`src/hw/rtl/msvm_pkg.sv`:
```
package msvm_pkg;

  localparam int WINDOW_LOG2    = 5;
  localparam int WINDOW_SAMPLES = 1 << WINDOW_LOG2;
  localparam int SAMPLE_BITS    = 10;
  localparam int COUNT_BITS     = WINDOW_LOG2;
  localparam int SUM_BITS       = 2 * SAMPLE_BITS + WINDOW_LOG2;
  localparam int MEAN_BITS      = SUM_BITS - WINDOW_LOG2;
  localparam int MEAN_DIV_LOG2  = 3;
  localparam int DIVISOR_BITS   = MEAN_BITS - MEAN_DIV_LOG2;
  localparam int REG_BITS       = 16;
  localparam int SCALE_LOG2     = 9;
  localparam int NUM_BITS       = REG_BITS + SCALE_LOG2;
  localparam int STEP_BITS      = $clog2(NUM_BITS);
  localparam int PROD_BITS      = MEAN_BITS + REG_BITS;
  localparam int VOLT_SHIFT     = MEAN_DIV_LOG2 + SCALE_LOG2;
  localparam int Q_BITS         = PROD_BITS - VOLT_SHIFT;

  localparam int IN_DATA_BITS   = 16;
  localparam int OUT_DATA_BITS  = 48;
  localparam int CFG_INDEX_BITS = 1;

  localparam logic [23:0]         RAW_LIMIT   = 24'hFFFFFF;
  localparam logic [REG_BITS-1:0] SAT16       = 16'hFFFF;
  localparam logic [REG_BITS-1:0] GAIN_RESET  = 16'h01A0;

  localparam logic [CFG_INDEX_BITS-1:0] REG_GAIN_FACTOR     = 1'b0;
  localparam logic [CFG_INDEX_BITS-1:0] REG_REFERENCE_LEVEL = 1'b1;

  typedef struct packed {
    logic accept;
    logic close;
    logic mul_en;
    logic div_step;
    logic out_load;
  } ctrl_cmd_t;

  typedef struct packed {
    logic last_sample;
    logic calib;
    logic out_free;
  } ctrl_status_t;

endpackage

```
`src/hw/rtl/mean_square_voltage_meter.sv`:
```
// accepts one sample per cycle while the input is ready; 32 samples form a window
// after a window's last sample, the input stalls while the result is computed: a
// multiply in measure mode, or a multiply then a 25-step divider in calibrate mode
// the result is registered after the multiply (measure) or the divider (calibrate)
// both stretch while the previous result still waits in the output register
// sync active-high reset clears sum, count, output valid, reference; gain to 16'h01A0
module mean_square_voltage_meter (
  input  logic                                clk,
  input  logic                                rst,
  input  logic                                cfg_we,
  input  logic [msvm_pkg::CFG_INDEX_BITS-1:0] cfg_index,
  input  logic [msvm_pkg::REG_BITS-1:0]       cfg_data,
  input  logic                                s_tvalid,
  output logic                                s_tready,
  input  logic [msvm_pkg::IN_DATA_BITS-1:0]   s_tdata,  // sample
  input  logic                                s_tuser,  // mode
  output logic                                m_tvalid,
  input  logic                                m_tready,
  // voltage, new_factor, overflow, divide_fault, noise_byte
  output logic [msvm_pkg::OUT_DATA_BITS-1:0]  m_tdata,
  output logic                                m_tuser   // was_calibration
);
  import msvm_pkg::*;

  ctrl_cmd_t    cmd;
  ctrl_status_t status;

  msvm_ctrl u_ctrl (
    .clk      (clk),
    .rst      (rst),
    .s_tvalid (s_tvalid),
    .s_tready (s_tready),
    .status   (status),
    .cmd      (cmd)
  );

  msvm_datapath u_datapath (
    .clk       (clk),
    .rst       (rst),
    .cfg_we    (cfg_we),
    .cfg_index (cfg_index),
    .cfg_data  (cfg_data),
    .s_tdata   (s_tdata),
    .s_tuser   (s_tuser),
    .m_tvalid  (m_tvalid),
    .m_tready  (m_tready),
    .m_tdata   (m_tdata),
    .m_tuser   (m_tuser),
    .cmd       (cmd),
    .status    (status)
  );

endmodule

```
`src/hw/rtl/msvm_ctrl.sv`:
```
module msvm_ctrl (
  input  logic                  clk,
  input  logic                  rst,
  input  logic                  s_tvalid,
  output logic                  s_tready,
  input  msvm_pkg::ctrl_status_t status,
  output msvm_pkg::ctrl_cmd_t    cmd
);
  import msvm_pkg::*;

  typedef enum logic [1:0] {
    ST_ACCUM,
    ST_MUL,
    ST_DIV,
    ST_FINISH
  } state_t;

  state_t               state;
  logic [STEP_BITS-1:0] step;

  assign s_tready = (state == ST_ACCUM);

  always_comb begin
    cmd          = '0;
    cmd.accept   = s_tvalid && s_tready;
    cmd.close    = cmd.accept && status.last_sample;
    cmd.mul_en   = (state == ST_MUL);
    cmd.div_step = (state == ST_DIV);
    cmd.out_load = (state == ST_FINISH) && status.out_free;
  end

  always_ff @(posedge clk) begin
    if (rst) begin
      state <= ST_ACCUM;
      step  <= '0;
    end else begin
      case (state)
        ST_ACCUM: begin
          if (cmd.close) begin
            state <= ST_MUL;
          end
        end
        ST_MUL: begin
          step <= '0;
          if (status.calib) begin
            state <= ST_DIV;
          end else begin
            state <= ST_FINISH;
          end
        end
        ST_DIV: begin
          step <= step + 1'b1;
          if (step == STEP_BITS'(NUM_BITS - 1)) begin
            state <= ST_FINISH;
          end
        end
        ST_FINISH: begin
          if (status.out_free) begin
            state <= ST_ACCUM;
          end
        end
        default: begin
          state <= ST_ACCUM;
        end
      endcase
    end
  end

`ifndef SYNTHESIS
  a_close_blocks: assert property (@(posedge clk) disable iff (rst)
    cmd.close |=> !s_tready)
    else $error("input still ready after window close");

  a_step_bound: assert property (@(posedge clk) disable iff (rst)
    (state == ST_DIV) |-> (step < STEP_BITS'(NUM_BITS)))
    else $error("divide step counter out of range");

  a_load_free: assert property (@(posedge clk) disable iff (rst)
    cmd.out_load |-> status.out_free)
    else $error("output register loaded while full");

  a_finish_entry: assert property (@(posedge clk) disable iff (rst)
    ((state == ST_FINISH) && ($past(state) != ST_FINISH))
      |-> ($past(state) == ST_MUL || $past(state) == ST_DIV))
    else $error("finish entered without computation");
`endif

endmodule

```
`src/hw/rtl/msvm_datapath.sv`:
```
module msvm_datapath (
  input  logic                                     clk,
  input  logic                                     rst,
  input  logic                                     cfg_we,
  input  logic [msvm_pkg::CFG_INDEX_BITS-1:0]      cfg_index,
  input  logic [msvm_pkg::REG_BITS-1:0]            cfg_data,
  input  logic [msvm_pkg::IN_DATA_BITS-1:0]        s_tdata,
  input  logic                                     s_tuser,
  output logic                                     m_tvalid,
  input  logic                                     m_tready,
  output logic [msvm_pkg::OUT_DATA_BITS-1:0]       m_tdata,
  output logic                                     m_tuser,
  input  msvm_pkg::ctrl_cmd_t                      cmd,
  output msvm_pkg::ctrl_status_t                   status
);
  import msvm_pkg::*;

  logic [REG_BITS-1:0]     gain_factor;
  logic [REG_BITS-1:0]     reference_level;
  logic [SUM_BITS-1:0]     square_sum;
  logic [COUNT_BITS-1:0]   sample_count;
  logic [SUM_BITS-1:0]     win_sum;
  logic                    calib;
  logic [PROD_BITS-1:0]    product;
  logic [DIVISOR_BITS-1:0] rem;
  logic [NUM_BITS-1:0]     quo;
  logic                    out_valid;

  logic [SAMPLE_BITS-1:0]    sample;
  logic [2*SAMPLE_BITS-1:0]  square;
  logic [SUM_BITS-1:0]       sum_add;
  logic [MEAN_BITS-1:0]      mean;
  logic [DIVISOR_BITS-1:0]   divisor;
  logic [DIVISOR_BITS:0]     rem_shift;
  logic [DIVISOR_BITS:0]     rem_diff;
  logic                      rem_ge;
  logic [Q_BITS-1:0]         q;
  logic                      q_big;
  logic                      quo_big;
  logic                      ovf_raw;
  logic                      fault;
  logic                      ovf;
  logic [REG_BITS-1:0]       volt;
  logic [REG_BITS-1:0]       factor;

  assign sample  = s_tdata[SAMPLE_BITS-1:0];
  assign square  = (2*SAMPLE_BITS)'(sample) * (2*SAMPLE_BITS)'(sample);
  assign sum_add = square_sum + SUM_BITS'(square);

  assign mean    = win_sum[SUM_BITS-1:WINDOW_LOG2];
  assign divisor = win_sum[SUM_BITS-1:WINDOW_LOG2+MEAN_DIV_LOG2];

  assign rem_shift = {rem, quo[NUM_BITS-1]};
  assign rem_diff  = rem_shift - {1'b0, divisor};
  assign rem_ge    = (rem_shift >= {1'b0, divisor});

  assign status.last_sample = (sample_count == COUNT_BITS'(WINDOW_SAMPLES - 1));
  assign status.calib       = calib;
  assign status.out_free    = !out_valid || m_tready;

  always_ff @(posedge clk) begin
    if (rst) begin
      gain_factor     <= GAIN_RESET;
      reference_level <= '0;
    end else if (cfg_we) begin
      case (cfg_index)
        REG_GAIN_FACTOR:     gain_factor     <= cfg_data;
        REG_REFERENCE_LEVEL: reference_level <= cfg_data;
        default: ;
      endcase
    end
  end

  always_ff @(posedge clk) begin
    if (rst) begin
      square_sum   <= '0;
      sample_count <= '0;
    end else if (cmd.accept) begin
      if (cmd.close) begin
        square_sum   <= '0;
        sample_count <= '0;
      end else begin
        square_sum   <= sum_add;
        sample_count <= sample_count + 1'b1;
      end
    end
  end

  always_ff @(posedge clk) begin
    if (cmd.close) begin
      win_sum <= sum_add;
      calib   <= s_tuser;
      rem     <= '0;
      quo     <= {reference_level, SCALE_LOG2'(0)};
    end else if (cmd.div_step) begin
      rem <= rem_ge ? rem_diff[DIVISOR_BITS-1:0] : rem_shift[DIVISOR_BITS-1:0];
      quo <= {quo[NUM_BITS-2:0], rem_ge};
    end
    if (cmd.mul_en) begin
      product <= PROD_BITS'(mean) * PROD_BITS'(gain_factor);
    end
  end

  assign q       = product[PROD_BITS-1:VOLT_SHIFT];
  assign q_big   = (q[Q_BITS-1:REG_BITS] != '0);
  assign quo_big = (quo[NUM_BITS-1:REG_BITS] != '0);
  assign ovf_raw = (win_sum > SUM_BITS'(RAW_LIMIT));
  assign fault   = calib && (divisor == '0);

  always_comb begin
    if (calib) begin
      volt   = '0;
      ovf    = ovf_raw;
      factor = (fault || quo_big) ? SAT16 : quo[REG_BITS-1:0];
    end else begin
      ovf    = ovf_raw || q_big;
      volt   = ovf ? SAT16 : q[REG_BITS-1:0];
      factor = '0;
    end
  end

  always_ff @(posedge clk) begin
    if (rst) begin
      out_valid <= 1'b0;
    end else if (cmd.out_load) begin
      out_valid <= 1'b1;
    end else if (m_tready) begin
      out_valid <= 1'b0;
    end
  end

  always_ff @(posedge clk) begin
    if (cmd.out_load) begin
      m_tdata <= {6'b0, win_sum[7:0], fault, ovf, factor, volt};
      m_tuser <= calib;
    end
  end

  assign m_tvalid = out_valid;

endmodule
```
`config.mk`:
```
export PLATFORM = sky130hd
export DESIGN_NAME = mean_square_voltage_meter
export DESIGN_NICKNAME = d
export VERILOG_FILES = /design/src/hw/rtl/msvm_pkg.sv /design/src/hw/rtl/mean_square_voltage_meter.sv /design/src/hw/rtl/msvm_ctrl.sv /design/src/hw/rtl/msvm_datapath.sv
export SDC_FILE = /design/constraint.sdc
export NUM_CORES = 1
export LEC_CHECK = 0
export BUFFER_PORTS_ARGS = -buffer_cell sky130_fd_sc_hd__buf_2
export CORE_ASPECT_RATIO = 1.5
export CORE_MARGIN = 2
export CORE_UTILIZATION = 35
export DETAILED_ROUTE_END_ITERATION = 6
export PLACE_DENSITY = 0.57
export SETUP_SLACK_MARGIN = 0.5
export SLEW_MARGIN = 25
export SYNTH_ARGS = -nofsm -noshare
export SYNTH_HDL_FRONTEND = slang
export SYNTH_SLANG_ARGS = --single-unit
```
`constraint.sdc`:
```
create_clock -name clk -period 12 [get_ports clk]
set_input_delay 0.6 -clock clk [delete_from_list [all_inputs] [get_ports clk]]
set_output_delay 0.6 -clock clk [all_outputs]
set_load 0.02 [all_outputs]
```
After elaboration in Yosys (flattened, before gate mapping)
Cells that the tools add are included.

Register bits after elaboration: 217. Input bits: 39. Output and inout port bits: 51.

Add/subtract/negate cells: 4. Multiply operators: 2. Order comparisons: 2. Equality and inequality tests: 8. Multiplexer cells: 16. Bitwise logic cells: 1. Reductions and logical operators: 18.

Operator list (number): $mux W25 (3); $mul A20 B16 Y36 (1); $mux W16 (2); $add A25 B20 Y25 (1); $gt A25 B24 Y1 const B (1); $mul A10 B10 Y20 (1); $ge A18 B17 Y1 (1); $logic_not A17 Y1 (1); $mux W17 (1); $sub A17 B17 Y17 (1); $add A5 B1 Y5 const B (2); $eq A5 B5 Y1 const B (2); $pmux W5 S2 (1); $reduce_bool A9 Y1 (1); $pmux W2 S4 (1); $reduce_bool A8 Y1 (1); $mux W2 (3); $reduce_bool A2 Y1 (3); $mux W5 (1); $eq A2 B2 Y1 const B (2); $logic_and A1 B1 Y1 (4); $mux W1 (4); $ne A2 B1 Y1 const B (2); $reduce_and A2 Y1 (2); 7 further kinds (9).

Depth between registers and ports, before layout
Word-level depth: 5. Gate-level depth with buffers: 24.

Hierarchy
Synthesis repeated with hierarchy kept, for this count alone.

Cell total of the unflattened synthesis: 2403. Area, all modules: 22377.7 um2.

Modules (own cells, without submodules): msvm_datapath (instances 1, cells each 2354, area each 21951.1 um2, seq. area each 5054.8 um2); msvm_ctrl (instances 1, cells each 49, area each 426.7 um2, seq. area each 140.1 um2).

Worst setup path after synthesis
Ideal clock, no wire load.

Path type: reg2reg. Start: register u_datapath.gain_factor[1]. End: register u_datapath.product[35] (data pin). Arrival time: 6057 ps. Data required time: 11740 ps. Slack: 5683 ps. Stages on the path, launching flop included: 23. Buffers on the path: 2. Period minus slack after synthesis: 6317 ps. Cell sequence: dfxtp_1 clkbuf_1 clkbuf_1 nand2_1 fa_1 fa_1 fa_1 inv_1 fa_1 fa_1 inv_1 fa_1 inv_1 ha_1 and3_1 nand4_2 a2111oi_4 o31ai_4 a21oi_4 a221o_4 a2111oi_2 or3_1 xnor2_1.

Word-level cells in the longest chain between the ends: 1.

Ends and longest elaborated chain: start: declaration (line msvm_datapath.sv:18) `logic [REG_BITS-1:0] gain_factor;`; start signal: assignment (line msvm_datapath.sv:67) `REG_GAIN_FACTOR: gain_factor <= cfg_data;`; $mul A20 B16 Y36 (line msvm_datapath.sv:100) `product <= PROD_BITS'(mean) * PROD_BITS'(gain_factor);`; end signal: assignment (line msvm_datapath.sv:100); end: declaration (line msvm_datapath.sv:24) `logic [PROD_BITS-1:0] product;`.

Every way passes these cells. A chain may end at the register's enable or synchronous reset.

Worst setup path after layout
Start: register u_datapath.win_sum[14]. End: register u_datapath.product[35] (data pin).

Word-level cells in the longest chain between the ends: 1.

Ends and longest elaborated chain: start: declaration (line msvm_datapath.sv:22) `logic [SUM_BITS-1:0] win_sum;`; start signal: assignment (line msvm_datapath.sv:91) `win_sum <= sum_add;`; $mul A20 B16 Y36 (line msvm_datapath.sv:100).

Every way passes these cells.

==> metrics.cfg <==
[worst_setup_path]
critPathSlowestCell = edfxtp_1
path_class = reg2reg
start_kind = flop
reg2reg_slack_ns = 4.92
crit_cells = 20
worstPathRequired_ns = 12.28
critPathTopFamily = adder cells
slowest_delay_ns = 1.00
r2r_cells = 20
cpMostUsedCell = fa_1
timing.rr.end = u_datapath.product[35]
worstPathCellList = nand2_1, fa_1, inv_1, fa_1, fa_1, fa_1, fa_1, inv_1, fa_1, inv_1, ha_1, and3_1, nand4_2, a211oi_2, o31ai_4, a21oi_4, a221o_4, a2111oi_2, or3_1, xnor2_1
crit_path_end_kind = flop
worstPathMaxFanout = 18
path_buf_inv = 3
worst-endpoint-arrival_ns = 7.35
reg2reg_from = u_datapath.win_sum[14]

[timing]
setup_ws_ns = 4.92
setup_tns_ns = 0
final_max_slew_viol_count = 0
timing.final.crit_share = 0.590
tightest_slew_ns = 1.06
setup_viol = 0
period_needed_ns = 7.08
rsz0062_at_grt = false
hold_viol_final = 0
clock_skew_ns = 0.0195
fmax_ghz = 0.141
slew_headroom = 0.289

[yosys]
synthesis.area_sq_um = 22100
synth.top_cell.area_share = 0.286
yosys-top-cells-area = fa_1, edfxtp_1, ha_1
syn-instance-count = 2384
synth_ff_type = edfxtp_1
ys_ff_latch = 205
async_reset_ff_frac = 0
yosysTopAreaCell = fa_1
yosysUniqueCellTypes = 77
synth_edf_count = 109
ys_seq_area_frac = 0.235
ys_warn_count = 0
syn_area_per_cell_sq_um = 9.28

[cts]
ctsResizeCount = 0
cts_hold_buf = 0
cts_buffers = 22
clk_path_buf_depth = 3
cts_tree = done
clkTransAtPathRegs_ns = 0.07
cts-root-buf = clkbuf_16
clkLatencyLatePin_ns = 0.54
cts-htree-levels = 1
cts.sinks = 205
post-cts-setup-buffer-count = 0

[routing]
dr.pass1.iters = 5
drc = 0
viasPerCell = 4.91
ant_nets = 0
wl_per_cell_um = 16.3
finalWirelength_um = 52200
drt-initial-drc-count = 781
route.vias.total = 15700

[global_routing]
grt_pass1_vias = 17100
grt_pass1_wl_um = 86900
grt_usage = 0.164
grt-ovfl-total = 0
grt_max_degree = 69
antenna_found_initial = 1

[hold_path]
min_path_cells = 1
holdPathEnd = u_datapath.calib
hold_start = s_tuser
hold_path.class = in2reg

[die]
core_area_sq_um = 62400
io_pins = 90
die_h_um = 312
die_area_sq_um = 65300
rows = 112
die_w_um = 209
start_util = 0.355

[power]
pwr_density_cell_nw_per_um2 = 162
p_leak_nw = 11.4
peakVddDrop_mv = 0.0823

[job]
cap_violations = 0

[run_status]
status = completed

[finish]
area_growth_pct = 7.83
drive_gt1_frac = 0.0613
layout.nets = 2924
fillers = 6247

[placed_design]
gp_congestion = 0.849
port_buffers = 77
dpl.hpwl_um = 40900
place_ws_ns = 4.86

-- sequential cells by signal, indices dropped and copies added, names as in the netlist --
signal and count:
u_ctrl.state 2, u_ctrl.step 5, u_datapath.calib 1, u_datapath.gain_factor 16, u_datapath.m_tdata 42, u_datapath.m_tuser 1, u_datapath.m_tvalid 1, u_datapath.product 24
u_datapath.quo 25, u_datapath.reference_level 16, u_datapath.rem 17, u_datapath.sample_count 5, u_datapath.square_sum 25, u_datapath.win_sum 25
-- worst max path at each step --
stage                         startpoint                endpoint  slack, ns
2_1_floorplan  u_datapath.gain_factor[1]  u_datapath.product[35]       5.68
3_3_place_gp      u_datapath.win_sum[14]  u_datapath.product[35]       4.93
3_5_place_dp      u_datapath.win_sum[14]  u_datapath.product[35]       4.86
4_1_cts           u_datapath.win_sum[12]  u_datapath.product[35]       4.88
5_1_grt           u_datapath.win_sum[14]  u_datapath.product[35]       4.57
6_report          u_datapath.win_sum[14]  u_datapath.product[35]       4.92
-- cells in the mapped netlist (3+ instances only) --
library cell,instances
a211oi_1,6
a21boi_1,4
a21o_1,37
a21oi_1,99
a22oi_1,15
a31oi_1,4
and2_1,178
and3_1,9
buf_1,8
buf_4,7
clkbuf_1,105
dfxtp_1,96
edfxtp_1,109
fa_1,316
ha_1,187
inv_1,440
mux2_2,3
mux2i_1,20
nand2_1,319
nand2b_1,6
nand3_1,36
nand4_1,12
nor2_1,149
nor2b_1,12
nor3_1,13
nor3b_1,5
nor4_1,10
o211ai_1,4
o21a_1,8
o21ai_0,28
o21ai_1,7
o21bai_1,3
o31ai_1,4
or3_1,5
or4_1,3
xnor2_1,43
xor2_1,21
-- layout by cell type (no fill, tap or decap), drive strengths merged, types with 3 or more instances in the layout --
cell type	instances
o21a	8
and2	179
a21oi	101
mux2	3
a2111oi	3
nand3	37
nor2b	12
a22oi	15
o31ai	5
conb	6
clkbuf	30
nor3	13
xor2	21
clkinv	9
o21bai	3
nor4	10
a21boi	5
buf	90
nand2b	6
edfxtp	109
ha	187
inv	443
a211oi	8
a31oi	5
nor3b	5
dfxtp	96
nand2	319
mux2i	20
nor2	149
or4	3
fa	316
and3	9
a21o	37
o21ai	35
or3	5
xnor2	43
nand4	13
o211ai	4
-- per-layer routing --
| metal | routed length [um] | share of wire | track usage |
|---|---|---|---|
| met2 | 28100 | 0.54 | 0.318 |
| met5 | 0 | 0 | 0 |
| met1 | 20600 | 0.40 | 0.186 |
| met4 | 1600 | 0.031 | 0.0557 |
| met3 | 1850 | 0.035 | 0.0171 |
-- report_power, final --
part / internal [mW] / total (mW) / switching [mW] / leakage, nW
combinational: 0.945 / 2.23 / 1.28 / 9.29
sequential: 0.913 / 0.977 / 0.0637 / 1.78
clock: 0.368 / 0.674 / 0.306 / 0.340
total: 2.23 / 3.88 / 1.65 / 11.4
-- worst reg2reg max path, delay by kind of cell, from the launching register on --
kind,cells,cell delay (ns)
adder cells (fa/ha/maj),7,3.40
AO/OA/AOI/OAI,5,1.13
AND/OR/NAND/NOR,4,1.01
flip-flops,1,1.00
buffers and inverters,3,0.14
XOR/XNOR,1,0.13
-- kinds of logic after synthesis --
kind of cell | count (synthesis) | synth area share
other | 1 | 0.000169
xor gates and xnor gates | 64 | 0.0253
DFF | 205 | 0.235
buffers and inverters | 564 | 0.0972
AOI/OAI and AO/OA | 254 | 0.0767
muxes | 23 | 0.0106
and+or+nand+nor | 770 | 0.164
adders and majority gates | 503 | 0.392
-- layout make-up --
cell class	instances	area, sq um	area share
antenna	1	2.50	0.000105
inverter	443	1670	0.0698
timing repair buffer	90	483	0.0202
multi-input combinational	1620	14800	0.621
sequential	205	5190	0.218
clock inverter	10	76.3	0.00320
clock buffer	30	622	0.0261
tap	798	998	0.0418
-- per-stage QoR --
stage                      util  hold slack [ns]  cell area, sq um  cells  power (mW)
after floorplan               -            0.400             22200   2389        2.76
after global placement    0.371            0.405             23200   3156        3.18
after detailed placement  0.371            0.417             23200   3156        3.23
after CTS                 0.383            0.247             23900   3196        3.92
after global routing      0.383            0.259             23900   3197        4.27
final                     0.383            0.276             23900   3197        3.88
Note: power is estimated with default switching activity, not from simulation.
